==> config.mk <==
export PLATFORM = sky130hd
export DESIGN_NAME = ipv4_cidr_text_parser
export DESIGN_NICKNAME = d
export VERILOG_FILES = /design/src/design/icp_pkg.sv /design/src/design/ipv4_cidr_text_parser.sv
export SDC_FILE = /design/constraint.sdc
export NUM_CORES = 1
export LEC_CHECK = 0
export ABC_AREA = 1
export BUFFER_PORTS_ARGS = -buffer_cell sky130_fd_sc_hd__buf_2
export CAP_MARGIN = 20
export CORE_UTILIZATION = 53
export CTS_CLUSTER_DIAMETER = 40
export DETAILED_ROUTE_END_ITERATION = 16
export HOLD_SLACK_MARGIN = 0.05
export PLACE_DENSITY = 0.76
export SYNTH_ARGS = -nofsm -noshare
export SYNTH_HDL_FRONTEND = slang
export SYNTH_SLANG_ARGS = --single-unit
==> constraint.sdc <==
create_clock -name clk -period 3.5 [get_ports clk]
set_input_delay 0.875 -clock clk [delete_from_list [all_inputs] [get_ports clk]]
set_output_delay 0.875 -clock clk [all_outputs]
set_load 0.01 [all_outputs]
==> src/design/icp_pkg.sv <==
package icp_pkg;

  localparam logic [2:0] PH_LEAD    = 3'd0;
  localparam logic [2:0] PH_KEYWORD = 3'd1;
  localparam logic [2:0] PH_ALL     = 3'd2;
  localparam logic [2:0] PH_OCTET   = 3'd3;
  localparam logic [2:0] PH_PREFIX  = 3'd4;
  localparam logic [2:0] PH_TRAIL   = 3'd5;
  localparam logic [2:0] PH_ERROR   = 3'd6;

  localparam logic [7:0] CH_NUL   = 8'h00;
  localparam logic [7:0] CH_DOT   = 8'h2E;
  localparam logic [7:0] CH_SLASH = 8'h2F;
  localparam logic [7:0] CH_ZERO  = 8'h30;
  localparam logic [7:0] CH_NINE  = 8'h39;
  localparam logic [7:0] CH_SPACE = 8'h20;
  localparam logic [7:0] CH_TAB   = 8'h09;
  localparam logic [7:0] CH_CR    = 8'h0D;
  localparam logic [7:0] CASE_BIT = 8'h20;

  localparam logic [8:0] OCTET_MAX  = 9'd255;
  localparam logic [5:0] PREFIX_MAX = 6'd32;

  localparam logic [7:0] KEYWORD [3] = '{8'h61, 8'h6C, 8'h6C};

  function automatic logic is_space(input logic [7:0] c);
    is_space = (c == CH_SPACE) || ((c >= CH_TAB) && (c <= CH_CR));
  endfunction

  function automatic logic is_digit(input logic [7:0] c);
    is_digit = (c >= CH_ZERO) && (c <= CH_NINE);
  endfunction

  function automatic logic [31:0] mask_of(input logic [5:0] p);
    logic [5:0] pc;
    pc = (p > PREFIX_MAX) ? PREFIX_MAX : p;
    if (pc == 6'd0) begin
      mask_of = 32'd0;
    end else begin
      mask_of = 32'hFFFF_FFFF << (6'd32 - pc);
    end
  endfunction

endpackage

==> src/design/ipv4_cidr_text_parser.sv <==
// IPv4 CIDR text parser. Feed one ASCII character per request on in_ch; a NUL
// ends the text and yields exactly one result (ok, network, mask, pfx_len),
// other characters yield none. Accepted forms: optional leading whitespace,
// then the case-insensitive keyword "all" (network 0, mask 0, prefix 0) or four
// dotted decimal octets without leading zeros, optional "/0".."/32", then only
// whitespace. On any format error ok is 0 and the other fields are 0. One
// character is taken every cycle unless in_stall is high; the parse state
// updates in the accepting cycle and the verdict sits in an output register in
// the cycle after the NUL is accepted. in_stall rises only when in_ch holds a NUL
// while an undelivered result is held by out_stall. cfg_data sets address-only
// mode (keyword and slash rejected); write it between texts. cfg_ready is always high.
module ipv4_cidr_text_parser (
  input  logic        clk,
  input  logic        rst_n,
  input  logic        cfg_valid,
  output logic        cfg_ready,
  input  logic        cfg_data,
  input  logic        in_valid,
  output logic        in_stall,
  input  logic [7:0]  in_ch,
  output logic        out_valid,
  input  logic        out_stall,
  output logic        out_ok,
  output logic [31:0] out_network,
  output logic [31:0] out_mask,
  output logic [5:0]  out_pfx_len
);

  logic        addr_only_r;
  logic [2:0]  phase_r, phase_nxt;
  logic [1:0]  oidx_r, oidx_nxt;
  logic [8:0]  oval_r, oval_nxt;
  logic [1:0]  odig_r, odig_nxt;
  logic        olz_r, olz_nxt;
  logic [31:0] addr_r, addr_nxt;
  logic [5:0]  pval_r, pval_nxt;
  logic        pseen_r, pseen_nxt;
  logic [1:0]  kcnt_r, kcnt_nxt;

  logic        ovld_r, ovld_nxt;
  logic        ook_r, ook_nxt;
  logic [31:0] onet_r, onet_nxt;
  logic [31:0] omask_r, omask_nxt;
  logic [5:0]  opl_r, opl_nxt;

  logic        in_acc;
  logic        nul;
  logic        sp;
  logic        dig;
  logic [3:0]  dval;
  logic [7:0]  lc;
  logic        close_ok;
  logic [31:0] addr_close;
  logic [11:0] oval_calc;
  logic [9:0]  pval_calc;
  logic        res_ok;
  logic        res_all;
  logic [5:0]  res_pl;
  logic [31:0] res_mask;
  logic [31:0] res_addr;

  assign cfg_ready = 1'b1;
  assign in_stall  = ovld_r & out_stall & (in_ch == icp_pkg::CH_NUL);
  assign in_acc    = in_valid & ~in_stall;
  assign nul       = (in_ch == icp_pkg::CH_NUL);
  assign sp        = icp_pkg::is_space(in_ch);
  assign dig       = icp_pkg::is_digit(in_ch);
  assign dval      = in_ch[3:0];
  assign lc        = in_ch | icp_pkg::CASE_BIT;

  assign close_ok   = (odig_r != 2'd0) && (oidx_r == 2'd3) && (oval_r <= icp_pkg::OCTET_MAX);
  assign addr_close = {addr_r[23:0], oval_r[7:0]};
  assign oval_calc  = ({3'd0, oval_r} * 12'd10) + {8'd0, dval};
  assign pval_calc  = ({4'd0, pval_r} * 10'd10) + {6'd0, dval};

  always_comb begin
    phase_nxt = phase_r;
    oidx_nxt  = oidx_r;
    oval_nxt  = oval_r;
    odig_nxt  = odig_r;
    olz_nxt   = olz_r;
    addr_nxt  = addr_r;
    pval_nxt  = pval_r;
    pseen_nxt = pseen_r;
    kcnt_nxt  = kcnt_r;
    res_ok    = 1'b0;
    res_all   = 1'b0;
    res_pl    = pval_r;
    res_addr  = addr_r;

    if (nul) begin
      unique case (phase_r)
        icp_pkg::PH_ALL: begin
          res_ok  = 1'b1;
          res_all = 1'b1;
        end
        icp_pkg::PH_OCTET: begin
          res_ok   = close_ok;
          res_pl   = icp_pkg::PREFIX_MAX;
          res_addr = addr_close;
        end
        icp_pkg::PH_PREFIX: res_ok = pseen_r && (pval_r <= icp_pkg::PREFIX_MAX);
        icp_pkg::PH_TRAIL:  res_ok = 1'b1;
        default:            res_ok = 1'b0;
      endcase
      phase_nxt = icp_pkg::PH_LEAD;
      oidx_nxt  = 2'd0;
      oval_nxt  = 9'd0;
      odig_nxt  = 2'd0;
      olz_nxt   = 1'b0;
      addr_nxt  = 32'd0;
      pval_nxt  = 6'd0;
      pseen_nxt = 1'b0;
      kcnt_nxt  = 2'd0;
    end else if ((phase_r == icp_pkg::PH_OCTET) ||
                 ((phase_r == icp_pkg::PH_LEAD) && dig)) begin
      phase_nxt = icp_pkg::PH_OCTET;
      if (dig) begin
        if ((odig_r != 2'd0) && olz_r) begin
          phase_nxt = icp_pkg::PH_ERROR;
        end else begin
          if (odig_r == 2'd0) begin
            olz_nxt = (dval == 4'd0);
          end
          oval_nxt = (oval_calc > 12'd256) ? 9'd256 : oval_calc[8:0];
          if (odig_r < 2'd2) begin
            odig_nxt = odig_r + 2'd1;
          end
        end
      end else if (in_ch == icp_pkg::CH_DOT) begin
        if ((odig_r == 2'd0) || (oidx_r == 2'd3) || (oval_r > icp_pkg::OCTET_MAX)) begin
          phase_nxt = icp_pkg::PH_ERROR;
        end else begin
          addr_nxt = addr_close;
          oidx_nxt = oidx_r + 2'd1;
          oval_nxt = 9'd0;
          odig_nxt = 2'd0;
          olz_nxt  = 1'b0;
        end
      end else if (in_ch == icp_pkg::CH_SLASH) begin
        if (addr_only_r || !close_ok) begin
          phase_nxt = icp_pkg::PH_ERROR;
        end else begin
          addr_nxt  = addr_close;
          pval_nxt  = 6'd0;
          pseen_nxt = 1'b0;
          phase_nxt = icp_pkg::PH_PREFIX;
        end
      end else if (sp) begin
        if (!close_ok) begin
          phase_nxt = icp_pkg::PH_ERROR;
        end else begin
          addr_nxt  = addr_close;
          pval_nxt  = icp_pkg::PREFIX_MAX;
          phase_nxt = icp_pkg::PH_TRAIL;
        end
      end else begin
        phase_nxt = icp_pkg::PH_ERROR;
      end
    end else begin
      unique case (phase_r)
        icp_pkg::PH_LEAD: begin
          if (sp) begin
            phase_nxt = icp_pkg::PH_LEAD;
          end else if (!addr_only_r && (lc == icp_pkg::KEYWORD[0])) begin
            kcnt_nxt  = 2'd1;
            phase_nxt = icp_pkg::PH_KEYWORD;
          end else begin
            phase_nxt = icp_pkg::PH_ERROR;
          end
        end
        icp_pkg::PH_KEYWORD: begin
          if ((kcnt_r != 2'd3) && (lc == icp_pkg::KEYWORD[kcnt_r])) begin
            kcnt_nxt = kcnt_r + 2'd1;
            if (kcnt_r == 2'd2) begin
              phase_nxt = icp_pkg::PH_ALL;
            end
          end else begin
            phase_nxt = icp_pkg::PH_ERROR;
          end
        end
        icp_pkg::PH_ALL, icp_pkg::PH_TRAIL: begin
          if (!sp) begin
            phase_nxt = icp_pkg::PH_ERROR;
          end
        end
        icp_pkg::PH_PREFIX: begin
          if (dig) begin
            pval_nxt  = (pval_calc > 10'd33) ? 6'd33 : pval_calc[5:0];
            pseen_nxt = 1'b1;
          end else if (sp && pseen_r && (pval_r <= icp_pkg::PREFIX_MAX)) begin
            phase_nxt = icp_pkg::PH_TRAIL;
          end else begin
            phase_nxt = icp_pkg::PH_ERROR;
          end
        end
        default: phase_nxt = icp_pkg::PH_ERROR;
      endcase
    end
  end

  assign res_mask = icp_pkg::mask_of(res_pl);

  always_comb begin
    ovld_nxt  = ovld_r & out_stall;
    ook_nxt   = ook_r;
    onet_nxt  = onet_r;
    omask_nxt = omask_r;
    opl_nxt   = opl_r;
    if (in_acc && nul) begin
      ovld_nxt = 1'b1;
      ook_nxt  = res_ok;
      if (res_ok && !res_all) begin
        onet_nxt  = res_addr & res_mask;
        omask_nxt = res_mask;
        opl_nxt   = res_pl;
      end else begin
        onet_nxt  = 32'd0;
        omask_nxt = 32'd0;
        opl_nxt   = 6'd0;
      end
    end
  end

  always_ff @(posedge clk) begin
    if (!rst_n) begin
      addr_only_r <= 1'b0;
      phase_r     <= icp_pkg::PH_LEAD;
      oidx_r      <= 2'd0;
      oval_r      <= 9'd0;
      odig_r      <= 2'd0;
      olz_r       <= 1'b0;
      addr_r      <= 32'd0;
      pval_r      <= 6'd0;
      pseen_r     <= 1'b0;
      kcnt_r      <= 2'd0;
      ovld_r      <= 1'b0;
    end else begin
      if (cfg_valid && cfg_ready) begin
        addr_only_r <= cfg_data;
      end
      if (in_acc) begin
        phase_r <= phase_nxt;
        oidx_r  <= oidx_nxt;
        oval_r  <= oval_nxt;
        odig_r  <= odig_nxt;
        olz_r   <= olz_nxt;
        addr_r  <= addr_nxt;
        pval_r  <= pval_nxt;
        pseen_r <= pseen_nxt;
        kcnt_r  <= kcnt_nxt;
      end
      ovld_r <= ovld_nxt;
    end
  end

  always_ff @(posedge clk) begin
    ook_r   <= ook_nxt;
    onet_r  <= onet_nxt;
    omask_r <= omask_nxt;
    opl_r   <= opl_nxt;
  end

  assign out_valid   = ovld_r;
  assign out_ok      = ook_r;
  assign out_network = onet_r;
  assign out_mask    = omask_r;
  assign out_pfx_len = opl_r;

endmodule

# Yosys cells after proc, flatten, opt, wreduce, memory -nomap -nowiden
# Index checks and enable logic that the tools add are counted.
# op_classes
n_reduce_logical,48
shift,1
n_mul,2
muxes,92
div,0
order_cmp,12
bitwise_logic,6
n_addsub,6
eq_ne,32
# ops
op,n
2-to-1 mux 32 bit,12
2-to-1 mux 6 bit,14
2-to-1 mux 9 bit,7
2-to-1 mux 3 bit,14
2-to-1 mux 2 bit,20
AND 32 bit,1
<< shifter 32 x 6 -> 32 bit (first input constant),1
== test 8 x 6 -> 1 bit (second input constant),3
!= test 3 bit (second input constant),7
2-to-1 mux 1 bit,19
AND reduction 6 bit,3
binary-select mux 8 bit (select 2 bit),1
2-to-1 mux 8 bit,2
!= test 4 bit (second input constant),4
nonzero test 3 bit,5
AND reduction 7 bit,2
logical AND 1 bit,13
adder 12 x 4 -> 12 bit,1
greater-than comparator 12 x 9 -> 1 bit (second input constant),1
case mux 3 bit (4 select lines),1
nonzero test 4 bit,3
multiplier 9 x 3 -> 11 bit (second input constant),1
adder 10 x 4 -> 10 bit,1
greater-than comparator 10 x 6 -> 1 bit (second input constant),1
other kinds (41),62
# totals
latchBits,0
mem_bits_rw,0
regBits,131
inputBits,14
word_cells,214
out_inout_bits,74
mem_count,0
romBits,0

# Depth between registers and ports, before layout
# Gate-level depths: netlist (run 1).
# logic_depth
word_depth,11
ltp_mapped,18
ltp_nobuf,18

# Worst setup path before layout (run 1)
# Ideal clock, no wire load.
# synth_timing
path_type,in2reg
start,in in_ch[0]
end,"reg omask_r[0], in the netlist out_mask[0] (enable)"
setup_time_ns,0.425
path_stages,9
path_buffers,1
required_ns,3.075
arrival_time_ns,2.960
path_slack_ns,0.115
cell_sequence,buf_6 nor2_4 nand2_2 nor2_8 inv_4 nor2_2 nor2_4 nand2_1 inv_1
# synth_via
elab_chain_cells,5
# synth_lines
item,line_no,rtl
"start, declared",ipv4_cidr_text_parser.sv:20,"input logic [7:0] in_ch,"
zero test 8 bit,ipv4_cidr_text_parser.sv:63,assign in_stall = ovld_r & out_stall & (in_ch == icp_pkg::CH_NUL);
AND 1 bit,ipv4_cidr_text_parser.sv:63,
named net in_stall,ipv4_cidr_text_parser.sv:19,"output logic in_stall,"
NOT 1 bit,ipv4_cidr_text_parser.sv:64,assign in_acc = in_valid & ~in_stall;
AND 1 bit,ipv4_cidr_text_parser.sv:64,
logical AND 1 bit,ipv4_cidr_text_parser.sv:210,if (in_acc && nul) begin
"end signal, assigned",ipv4_cidr_text_parser.sv:260,omask_r <= omask_nxt;
"end, declared",ipv4_cidr_text_parser.sv:43,"logic [31:0] omask_r, omask_nxt;"
# The timed path passes the listed nets, and every way through them passes these cells.
# A chain may end at the register's enable or synchronous reset.

# Final worst setup path (run 1)
# layout_timing
start,in in_ch[1]
end,"reg onet_r[7], in the netlist out_network[7], data pin"
# layout_via
elab_chain_cells,8
word_cells_on_any_way,14
classes_between,add/sub (1); order compare (1); shift (1); mux (6); bitwise (1); reduce/logical (4)
# layout_lines
item,line_no,rtl
zero test 8 bit *,ipv4_cidr_text_parser.sv:65,assign nul = (in_ch == icp_pkg::CH_NUL);
2-to-1 mux 6 bit,ipv4_cidr_text_parser.sv:91,if (nul) begin
greater-than comparator 6 bit,icp_pkg.sv:36,pc = (p > PREFIX_MAX) ? PREFIX_MAX : p;
2-to-1 mux 6 bit,icp_pkg.sv:36,
subtractor 6 bit,icp_pkg.sv:40,mask_of = 32'hFFFF_FFFF << (6'd32 - pc);
<< shifter 32 x 6 -> 32 bit,icp_pkg.sv:40,
2-to-1 mux 32 bit,icp_pkg.sv:37,if (pc == 6'd0) begin
AND 32 bit,ipv4_cidr_text_parser.sv:214,onet_nxt = res_addr & res_mask;
"end signal, assigned",ipv4_cidr_text_parser.sv:259,onet_r <= onet_nxt;
"end, declared",ipv4_cidr_text_parser.sv:42,"logic [31:0] onet_r, onet_nxt;"
# Every way passes the cells marked *; elsewhere a longest branch is shown, timed or not.

==> impl_results.md, run 1 <==
- DR pass1 iterations: 5
- Rows: 43
- Critical Path Fanout Max: 18
- # setup viols final: 0
- Post-synth EDFFs: 71
- CTS tree: built
- Critical Path Start Type: input pin
- Worst-Skew Late Latency: 420 ps
- Post CTS Setup Buffer Count: 0
- Pwr Density: 387 mW/mm2
- Via count: 6668
- Mean post-synth cell area: 7.92 um2
- Die W: 122 um
- Cell variety after synth: 44
- DRC viols: 0
- # clock sinks: 131
- Element type at the critical path end: flop
- Minimum clock period: 3150 ps
- Hpwl dp: 13300 um
- Crit path to: out_network[7]$_SDFFCE_PN0P_
- #FFs+latches synth: 131
- Core area: 0.0139 mm2
- CTS Buffer Depth: 2
- Setup_tns: 0 ps
- Largest net degree at the start of global routing: 55
- Yosys top cell area share: 0.281
- CTS clk-pin slew, worst paths: 60 ps
- Number of global-route vias before repair: 6115
- Primary FF master, synth: edfxtp_1
- DP Area: 0.00821 mm2
- # hold bufs at CTS: 0
- Initial Util: 0.544
- Routed wire length: 18300 um
- IO Pins: 88
- R2R Setup Slk: 390 ps
- ANT nets after route: 0
- RSZ-0062 raised after global routing: false
- Max Clock Freq: 0.317 GHz
- Number of H-tree levels: 4
- MaxCap Viol Count: 0
- CTS buffer count: 17
- RD Place Congestion: 0.916
- Initial antenna violation count: 0
- P_leak: 3.67 nW
- Post-synth top area cell: edfxtp_1
- Tot GR Track Use: 0.262
- Status: finished, final reports clean
- Syn Inst Count: 957
- Worst reg2reg path startpoint: oval_r[1]$_SDFFE_PN0P_
- Crit path DAT: 3430 ps
- Worst EP required: 3780 ps
- P&R area growth vs syn: 15.6%
- Total gr overflow: 0
- Syn nets: 1013
- Final Max Slew Viols: 0
- Die Ht: 122 um
- Fin. Hold Viols: 0
- Post-synth ARST share: 0
- Crit path launch: in_ch[1]
- Number of port buffers: 86
- Register area share after synthesis: 0.440
- Min-Delay Path Class: flop to flop
- Top cells by area, synth: edfxtp_1, dfxtp_1, nand2_1
- Die area: 0.0148 mm2
- Per-cell routed wire length: 14.7 um
- Root Buffer: clkbuf_16
- Design area: 0.00877 mm2
- Vias per cell: 5.36
- Synthesized area: 0.00758 mm2
- VDD IR max: 295 uV
- Final period util: 0.901
- Synth warn: 0
- Layout cells sized above 1: 0.160
- Final Skew: 8.95 ps
- CP Class: input pin to flop
- Total power: 3.40 mW
- First-pass GRT wire length: 30100 um
- Slew headroom: 0.454
- Detailed Route Iter0 Violations: 573
- Final Net Count: 1106
- N_diodes: 0
- Worst R2R End: oval_r[5]$_SDFFE_PN0P_
- Post-CTS resize count: 0
- Reg2reg path depth: 13
- Worst-margin pin slew: 818 ps
## how the worst min path moves through the flow
stage | start | endpoint | slack (ps) | cells past startpoint
global placement | odig_r[0]$_SDFFE_PN0P_ | odig_r[0]$_SDFFE_PN0P_ | 460 | 2
global route | oidx_r[1]$_SDFFE_PN0P_ | oidx_r[1]$_SDFFE_PN0P_ | 510 | 2
CTS | oidx_r[1]$_SDFFE_PN0P_ | oidx_r[1]$_SDFFE_PN0P_ | 470 | 2
floorplan | oidx_r[1]$_SDFFE_PN0P_ | oidx_r[1]$_SDFFE_PN0P_ | 450 | 2
detailed placement | oidx_r[1]$_SDFFE_PN0P_ | oidx_r[1]$_SDFFE_PN0P_ | 470 | 2
finish | oidx_r[1]$_SDFFE_PN0P_ | oidx_r[1]$_SDFFE_PN0P_ | 470 | 2
## worst max-delay path, stage by stage
cell and delay (ps):
buf_2 150, nor2_4 120, nand2_2 110, nor2_8 110, nand2_2 120, nand3_1 140, ha_1 230, nand2_1 110
xor2_2 660, nand2_2 410, inv_1 200, nand2_1 90, nor2_1 90
## cells in the final DEF, fill, tap and decap left out, types with 2 or more instances in the layout
master / instances
o21ai_1: 23
clkbuf_16: 17
a21oi_1: 42
dfxtp_1: 60
clkinv_4: 2
fa_1: 4
buf_4: 13
buf_12: 3
nor2_4: 5
nor2_2: 4
ha_1: 38
o21bai_1: 3
nand3b_1: 2
inv_8: 5
xnor2_1: 2
inv_1: 107
nor2_1: 136
nand3_2: 4
nand2_2: 8
clkinvlp_4: 3
nand2_1: 225
o21ai_0: 33
nor3_1: 17
buf_2: 86
a21boi_0: 3
inv_6: 4
edfxtp_1: 71
nand4_1: 30
inv_2: 8
o211ai_1: 2
mux2i_1: 20
xor2_1: 3
nand3_1: 64
## layout make-up
type / count / area [um2]
fill: 1192 / 5170
multi-input combinational: 681 / 3620
sequential: 131 / 3330
timing repair buffer: 102 / 588
inverter: 117 / 442
clock buffer: 17 / 425
tap: 180 / 225
clock inverter: 15 / 136
## flip-flops by register name, summed over array words and instances, names as in the netlist, 2 cells and up
signal	cells
addr_r	32
out_mask	32
out_network	32
oval_r	9
out_pfx_len	6
pval_r	6
phase_r	3
kcnt_r	2
odig_r	2
oidx_r	2
## synth_stat cells (3+ instances only)
library cell,number
nand4_1,30
inv_1,108
mux2i_1,20
nand2_1,225
nand3_1,64
dfxtp_1,60
nor2_4,5
o21ai_1,23
o21ai_0,33
buf_6,9
o21bai_1,3
nand3_2,4
xor2_1,3
nand2_2,8
buf_4,4
clkbuf_1,13
nor2_2,4
a21oi_1,42
inv_2,7
ha_1,38
edfxtp_1,71
fa_1,4
a21boi_0,3
nor2_1,136
nor3_1,17
## cells by family after synthesis
kind of cell / synth area share
AOI/OAI and AO/OA: 0.0827
xor gates and xnor gates: 0.00792
adders and majority gates: 0.0733
buffers and inverters: 0.0833
DFF: 0.440
muxes: 0.0264
other: 0.000495
and+or+nand+nor: 0.286
## through the flow
stage                     instances  utilization  worst slack (ps)  hold slack [ps]
after floorplan                 957            -               115              448
after global placement         1211        0.589               140              458
after detailed placement       1211        0.589              17.3              466
after CTS                      1243        0.629               365              474
after global routing           1243        0.629              20.7              512
final                          1243        0.629               348              471
## power breakdown
group / total, mW / switching (mW) / internal [mW]
clock network: 1.69 / 0.748 / 0.937
registers: 1.61 / 0.00323 / 1.61
logic: 0.0994 / 0.0680 / 0.0314
total: 3.40 / 0.819 / 2.58
## per-layer routing
metal	global-route usage	wire [um]	part of all wire	vias to the layer above
met3	0.0459	1330	0.073	22
met2	0.424	8380	0.46	286
met1	0.358	8350	0.46	3004
li1	-	-	-	3356
met4	0.0802	219	0.012	0
met5	0	0	0	-
Note: power is estimated with default switching activity, not from simulation.
==> inputs of run 2 (changes only) <==
--- a/config.mk
+++ b/config.mk
@@ -12,7 +12,7 @@
 export CTS_CLUSTER_DIAMETER = 40
 export DETAILED_ROUTE_END_ITERATION = 16
 export HOLD_SLACK_MARGIN = 0.05
-export PLACE_DENSITY = 0.76
+export PLACE_DENSITY = 0.78
 export SYNTH_ARGS = -nofsm -noshare
 export SYNTH_HDL_FRONTEND = slang
 export SYNTH_SLANG_ARGS = --single-unit
==> run 2 against run 1 <==
Net effect:
- clock power rose by 10%
- worst hold slack improved by 6.6 ps
- clock-buffer cell count is 1 higher
- core utilization up 0.23 points
- sequential share of layout area shrank 0.14 points
- die area unchanged
- fmax up 0.50%
- combinational power hardly changed
- clock skew shrank 2.7 ps
- critical path depth unchanged
- wire length increased by 1.6%
- power is 5.3% higher
- critical path type unchanged
- critical endpoint unchanged
==> impl_results.md, run 2 (synthesized netlist as in run 1, its figures left out) <==
- Critical Path Start Type: input pin
- Minimum clock period: 3140 ps (-15.6 ps)
- P_leak: 3.68 nW (+0.23%)
- Worst reg2reg path startpoint: oval_r[1]$_SDFFE_PN0P_
- Detailed Route Iter0 Violations: 623 (+8.7%)
- CTS tree: built
- Rows: 43 (unchanged)
- Number of global-route vias before repair: 6270 (+2.5%)
- Root Buffer: clkbuf_16
- Tot GR Track Use: 0.267 (+0.00510)
- N_diodes: 0 (unchanged)
- ANT nets after route: 0 (unchanged)
- Status: finished, final reports clean
- Total gr overflow: 0 (unchanged)
- Die Ht: 122 um (unchanged)
- Place WS: -33.1 ps (-50.5 ps)
- Commonest cells after routing, fill and taps aside: nand2_1, nor2_1, inv_1
- Crit path DAT: 3420 ps (about the same)
- Via count: 6795 (+1.9%)
- Core area: 0.0139 mm2 (unchanged)
- VDD IR max: 298 uV (+0.85%)
- Critical-path cell list: buf_2 -> nor2_2 -> nand2_2 -> nor2_8 -> nand2_2 -> buf_4 -> o211ai_1 -> nand2_1 -> xor2_2 -> nand2_2 -> inv_1 -> nand2_1 -> nor2_1
- Fin. Hold Viols: 0 (unchanged)
- RD Place Congestion: 0.909 (-0.81%)
- RSZ-0062 raised after global routing: false
- Post CTS Setup Buffer Count: 0 (unchanged)
- Most common cell after layout, fill and taps aside: nand2_1
- Critical Path Fanout Max: 18 (unchanged)
- CTS Buffer Depth: 2 (unchanged)
- Initial antenna violation count: 0 (unchanged)
- Per-cell routed wire length: 15.0 um (+1.7%)
- Initial Util: 0.544 (unchanged)
- Post-CTS resize count: 0 (unchanged)
- Most frequent CP cell: nand2_2
- Number of H-tree levels: 4 (unchanged)
- Element type at the critical path end: flop
- Final Net Count: 1105 (-0.090%)
- Worst-Skew Late Latency: 420 ps (about the same)
- IO Pins: 88 (unchanged)
- Worst path bufs/invs: 3 (+1)
- HP Start: odig_r[0]$_SDFFE_PN0P_
- Final Skew: 6.27 ps (-2.69 ps)
- First-pass GRT wire length: 30500 um (+1.2%)
- Worst EP required: 3780 ps (about the same)
- Die W: 122 um (unchanged)
- Worst setup margin: 364 ps (+15.6 ps)
- Final Max Slew Viols: 0 (unchanged)
- DP Area: 0.00819 mm2 (-0.24%)
- Layout cells sized above 1: 0.156 (-0.00441)
- Worst R2R End: oval_r[5]$_SDFFE_PN0P_
- MaxCap Viol Count: 0 (unchanged)
- Largest net degree at the start of global routing: 72 (+31%)
- CTS buffer count: 17 (unchanged)
- Fillers: 1191 (-0.084%)
- Vias per cell: 5.48 (+2.1%)
- CTS clk-pin slew, worst paths: 60 ps (about the same)
- Setup_tns: 0 ps (unchanged)
- Critical path's top delay family: simple AND/OR/NAND/NOR gates
- Hpwl dp: 13400 um (+0.48%)
- Worst-margin pin slew: 791 ps (-27.1 ps)
- CP peak stage delay: 640 ps (-20 ps)
- Max Clock Freq: 0.319 GHz (+0.50%)
- Pwr Density: 407 mW/mm2 (+4.9%)
- Layout Utilization: 0.631 (+0.00234)
- DR pass1 iterations: 5 (unchanged)
- Reg2reg path depth: 13 (unchanged)
- Min-Delay Path Class: flop to flop
- Slew headroom: 0.472 (+0.0181)
- DRC viols: 0 (unchanged)
- Critical-path top delay cell: xor2_2
- Die area: 0.0148 mm2 (unchanged)
- # clock sinks: 131 (unchanged)
- R2R Setup Slk: 480 ps (+90 ps)
- Final period util: 0.896 (-0.00445)
- Number of port buffers: 86 (unchanged)
- Hold depth: 2 (unchanged)
- Min-Delay Endpoint: odig_r[0]$_SDFFE_PN0P_
- CP Class: input pin to flop
- # setup viols final: 0 (unchanged)
- Routed wire length: 18600 um (+1.6%)
- P&R area growth vs syn: 16.1%
- Design area: 0.00880 mm2 (+0.37%)
- # hold bufs at CTS: 0 (unchanged)
## run 2: changes by cell type in the layout (fill, tap and decap cells not counted), sizes merged
cell	change
inv	-8
clkinv	+2
bufinv	+4
buf	-1
clkbuf	+1
## run 2: per-layer routing
layer / up-vias / share of wire / GRT usage
met5: - / 0 / 0
met4: 0 / 0.018 / 0.0941
met3: 30 / 0.075 / 0.0449
met2: 279 / 0.47 / 0.436
met1: 3148 / 0.43 / 0.358
li1: 3338 / - / -
## run 2: worst max-delay path by stage
stage                  start                            end  slack [ps]  cells past startpoint
global route        in_ch[3]  out_network[18]$_SDFFCE_PN0P_          90                     13
finish              in_ch[3]   out_network[7]$_SDFFCE_PN0P_         360                     13
global placement    in_ch[3]   out_network[7]$_SDFFCE_PN0P_          30                     13
CTS                 in_ch[3]   out_network[7]$_SDFFCE_PN0P_         380                     13
detailed placement  in_ch[3]   out_network[7]$_SDFFCE_PN0P_         -30                     13
floorplan           in_ch[0]      out_mask[0]$_SDFFCE_PN0P_         120                      9
## run 2: tightest hold or removal path, stage by stage (launching register included)
cell	delay, ps
dfxtp_1	310
o21ai_0	70
a21oi_1	60
## run 2: cell type report
cell class,count,area [um2],area share
Tap cell,180,225,0.0256
Clock buffer,18,429,0.0488
Sequential cell,131,3330,0.379
Timing Repair Buffer,101,568,0.0646
Multi-Input combinational cell,681,3620,0.411
Inverter,117,442,0.0502
Clock inverter,13,185,0.0210
## run 2: per-stage QoR
| step | total power [mW] | hold slack (ps) | cells |
|---|---|---|---|
| floorplan | 1.71 | 448 | 957 |
| global placement | 1.75 | 458 | 1210 |
| detailed placement | 1.75 | 472 | 1210 |
| CTS | 3.58 | 480 | 1241 |
| global route | 3.67 | 495 | 1241 |
| finish | 3.58 | 477 | 1241 |
## run 2: report_power, final
group / switching (mW) / internal (mW)
registers: 0.00328 / 1.61
clock network: 0.676 / 1.19
logic: 0.0702 / 0.0319
==> inputs of run 3 (changes only) <==
--- a/config.mk
+++ b/config.mk
@@ -8,11 +8,11 @@
 export ABC_AREA = 1
 export BUFFER_PORTS_ARGS = -buffer_cell sky130_fd_sc_hd__buf_2
 export CAP_MARGIN = 20
-export CORE_UTILIZATION = 53
+export CORE_UTILIZATION = 23
 export CTS_CLUSTER_DIAMETER = 40
 export DETAILED_ROUTE_END_ITERATION = 16
 export HOLD_SLACK_MARGIN = 0.05
-export PLACE_DENSITY = 0.78
+export PLACE_DENSITY = 0.42
 export SYNTH_ARGS = -nofsm -noshare
 export SYNTH_HDL_FRONTEND = slang
 export SYNTH_SLANG_ARGS = --single-unit
==> run 3 against run 2 <==
Net effect:
- fmax increased by 0.44%
- clock skew increased by 5.5 ps
- critical endpoint is now in_stall
- register-to-register slack improved by 140 ps
- power decreased by 0.26%
- critical path depth decreased by 4
- clock-buffer cell count decreased by 1
- largest cell class unchanged
- sequential share of layout area decreased by 1.7 points
==> impl_results.md, run 3 (synthesized netlist as in run 1, its figures left out) <==
- Status: finished, final reports clean
- CTS buffer count: 17 (unchanged)
- CTS tree: built
- Core area: 0.0325 mm2 (+130%)
- Hpwl dp: 16300 um (+22%)
- Min-Delay Path Class: flop to flop
- Via count: 6548 (-3.6%)
- Per-cell routed wire length: 14.4 um (-4.1%)
- # setup viols final: 0 (unchanged)
- Final Skew: 11.8 ps (+5.49 ps)
- Worst reg2reg path startpoint: oval_r[2]$_SDFFE_PN0P_
- Critical Path Fanout Max: 18 (unchanged)
- Most common cell after layout, fill and taps aside: nand2_1
- # clock sinks: 131 (unchanged)
- Die area: 0.0337 mm2 (+130%)
- N_diodes: 0 (unchanged)
- Number of H-tree levels: 4 (unchanged)
- Largest net degree at the start of global routing: 65 (-9.7%)
- ANT nets after route: 0 (unchanged)
- Crit path launch: in_ch[3]
- First-pass GRT wire length: 34800 um (+14%)
- CP Class: input pin to primary output
- CTS Buffer Depth: 2 (unchanged)
- Number of global-route vias before repair: 6272 (+0.032%)
- Initial Util: 0.234 (-0.310)
- Die Ht: 184 um (+51%)
- Final Net Count: 1117 (+1.1%)
- Final period util: 0.892 (-0.00389)
- Worst EP required: 2620 ps (-1160 ps)
- Fin. Hold Viols: 0 (unchanged)
- Post CTS Setup Buffer Count: 0 (unchanged)
- Initial antenna violation count: 0 (unchanged)
- Critical Path Start Type: input pin
- Routed wire length: 21800 um (+17%)
- VDD IR max: 298 uV (+0.24%)
- Worst-margin pin slew: 870 ps (+78.7 ps)
- Final Max Slew Viols: 0 (unchanged)
- RD Place Congestion: 0.845 (-7.0%)
- DR pass1 iterations: 4 (-1)
- Commonest cells after routing, fill and taps aside: nand2_1, nor2_1, inv_1
- Layout Utilization: 0.284 (-0.348)
- Total gr overflow: 0 (unchanged)
- Setup_tns: 0 ps (unchanged)
- Minimum clock period: 3120 ps (-13.6 ps)
- CTS clk-pin slew, worst paths: 70 ps (about the same)
- Number of port buffers: 86 (unchanged)
- Post-CTS resize count: 0 (unchanged)
- MaxCap Viol Count: 0 (unchanged)
- P_leak: 3.75 nW (+1.8%)
- IO Pins: 88 (unchanged)
- P&R area growth vs syn: 21.5%
- Max Clock Freq: 0.320 GHz (+0.44%)
- Root Buffer: clkbuf_16
- Rows: 66 (+53%)
- DRC viols: 0 (unchanged)
- HP Start: oidx_r[1]$_SDFFE_PN0P_
- Layout cells sized above 1: 0.169 (+0.0130)
- Tot GR Track Use: 0.134 (-0.134)
- Detailed Route Iter0 Violations: 438 (-30%)
- Die W: 184 um (+51%)
- Pwr Density: 387 mW/mm2 (-4.7%)
- Vias per cell: 4.32 (-21%)
- Element type at the critical path end: primary output
- Slew headroom: 0.420 (-0.0525)
- # hold bufs at CTS: 0 (unchanged)
- RSZ-0062 raised after global routing: false
- Crit path DAT: 2250 ps (-1170 ps)
- Worst-Skew Late Latency: 430 ps (about the same)
run 3: cell count changes in the layout (fill, tap and decap cells not counted):
cell,delta
clkinv_8,+2
clkbuf_1,-1
clkinvlp_4,-2
inv_8,+7
bufinv_16,-3
buf_4,+12
clkinv_1,-2
inv_6,+2
clkinv_4,-2
run 3: path summary, 6_finish.rpt:
path         slack [ps]  depth (start not counted)                      to
max                 380                          9                in_stall
min                 480                          2  oidx_r[1]$_SDFFE_PN0P_
max reg2reg         620                         14  oval_r[8]$_SDFFE_PN0P_
min reg2reg         480                          2  oidx_r[1]$_SDFFE_PN0P_
run 3: critical path, stage by stage:
cell,delay (ps)
buf_2,110
nor2_2,170
nand2_2,130
nor2_8,120
buf_4,290
inv_4,40
buf_4,170
nor2_2,160
buf_2,160
run 3: layout make-up:
type,instances,area (um2)
multi-input cells,681,3620
inverters,117,442
flip-flops and latches,131,3330
repair buffers,113,658
clock inverters,15,184
well taps,442,553
fillers,3546,23200
clock buffers,17,425
run 3: metal layers:
metal  up-vias  part of all wire  track usage
li1       3374                 -            -
met1      3009              0.50        0.184
met2       149              0.44        0.210
met3        16             0.048       0.0297
met4         0             0.011       0.0337
met5         -                 0            0
run 3: where the power goes:
part,switching [mW],leakage (nW),internal (mW)
Clock,0.820,0.298,1.03
Sequential,0.00326,0.977,1.61
Combinational,0.0743,2.47,0.0321
run 3: stage by stage:
step,worst slack [ps],area [um2],std cells,hold slack (ps),power (mW)
2_1_floorplan,115,7580,957,448,1.71
3_3_place_gp,154,8600,1484,456,1.75
3_5_place_dp,25.5,8600,1484,461,1.75
4_1_cts,366,9210,1516,472,3.61
5_1_grt,151,9210,1516,513,3.68
6_report,377,9210,1516,476,3.57
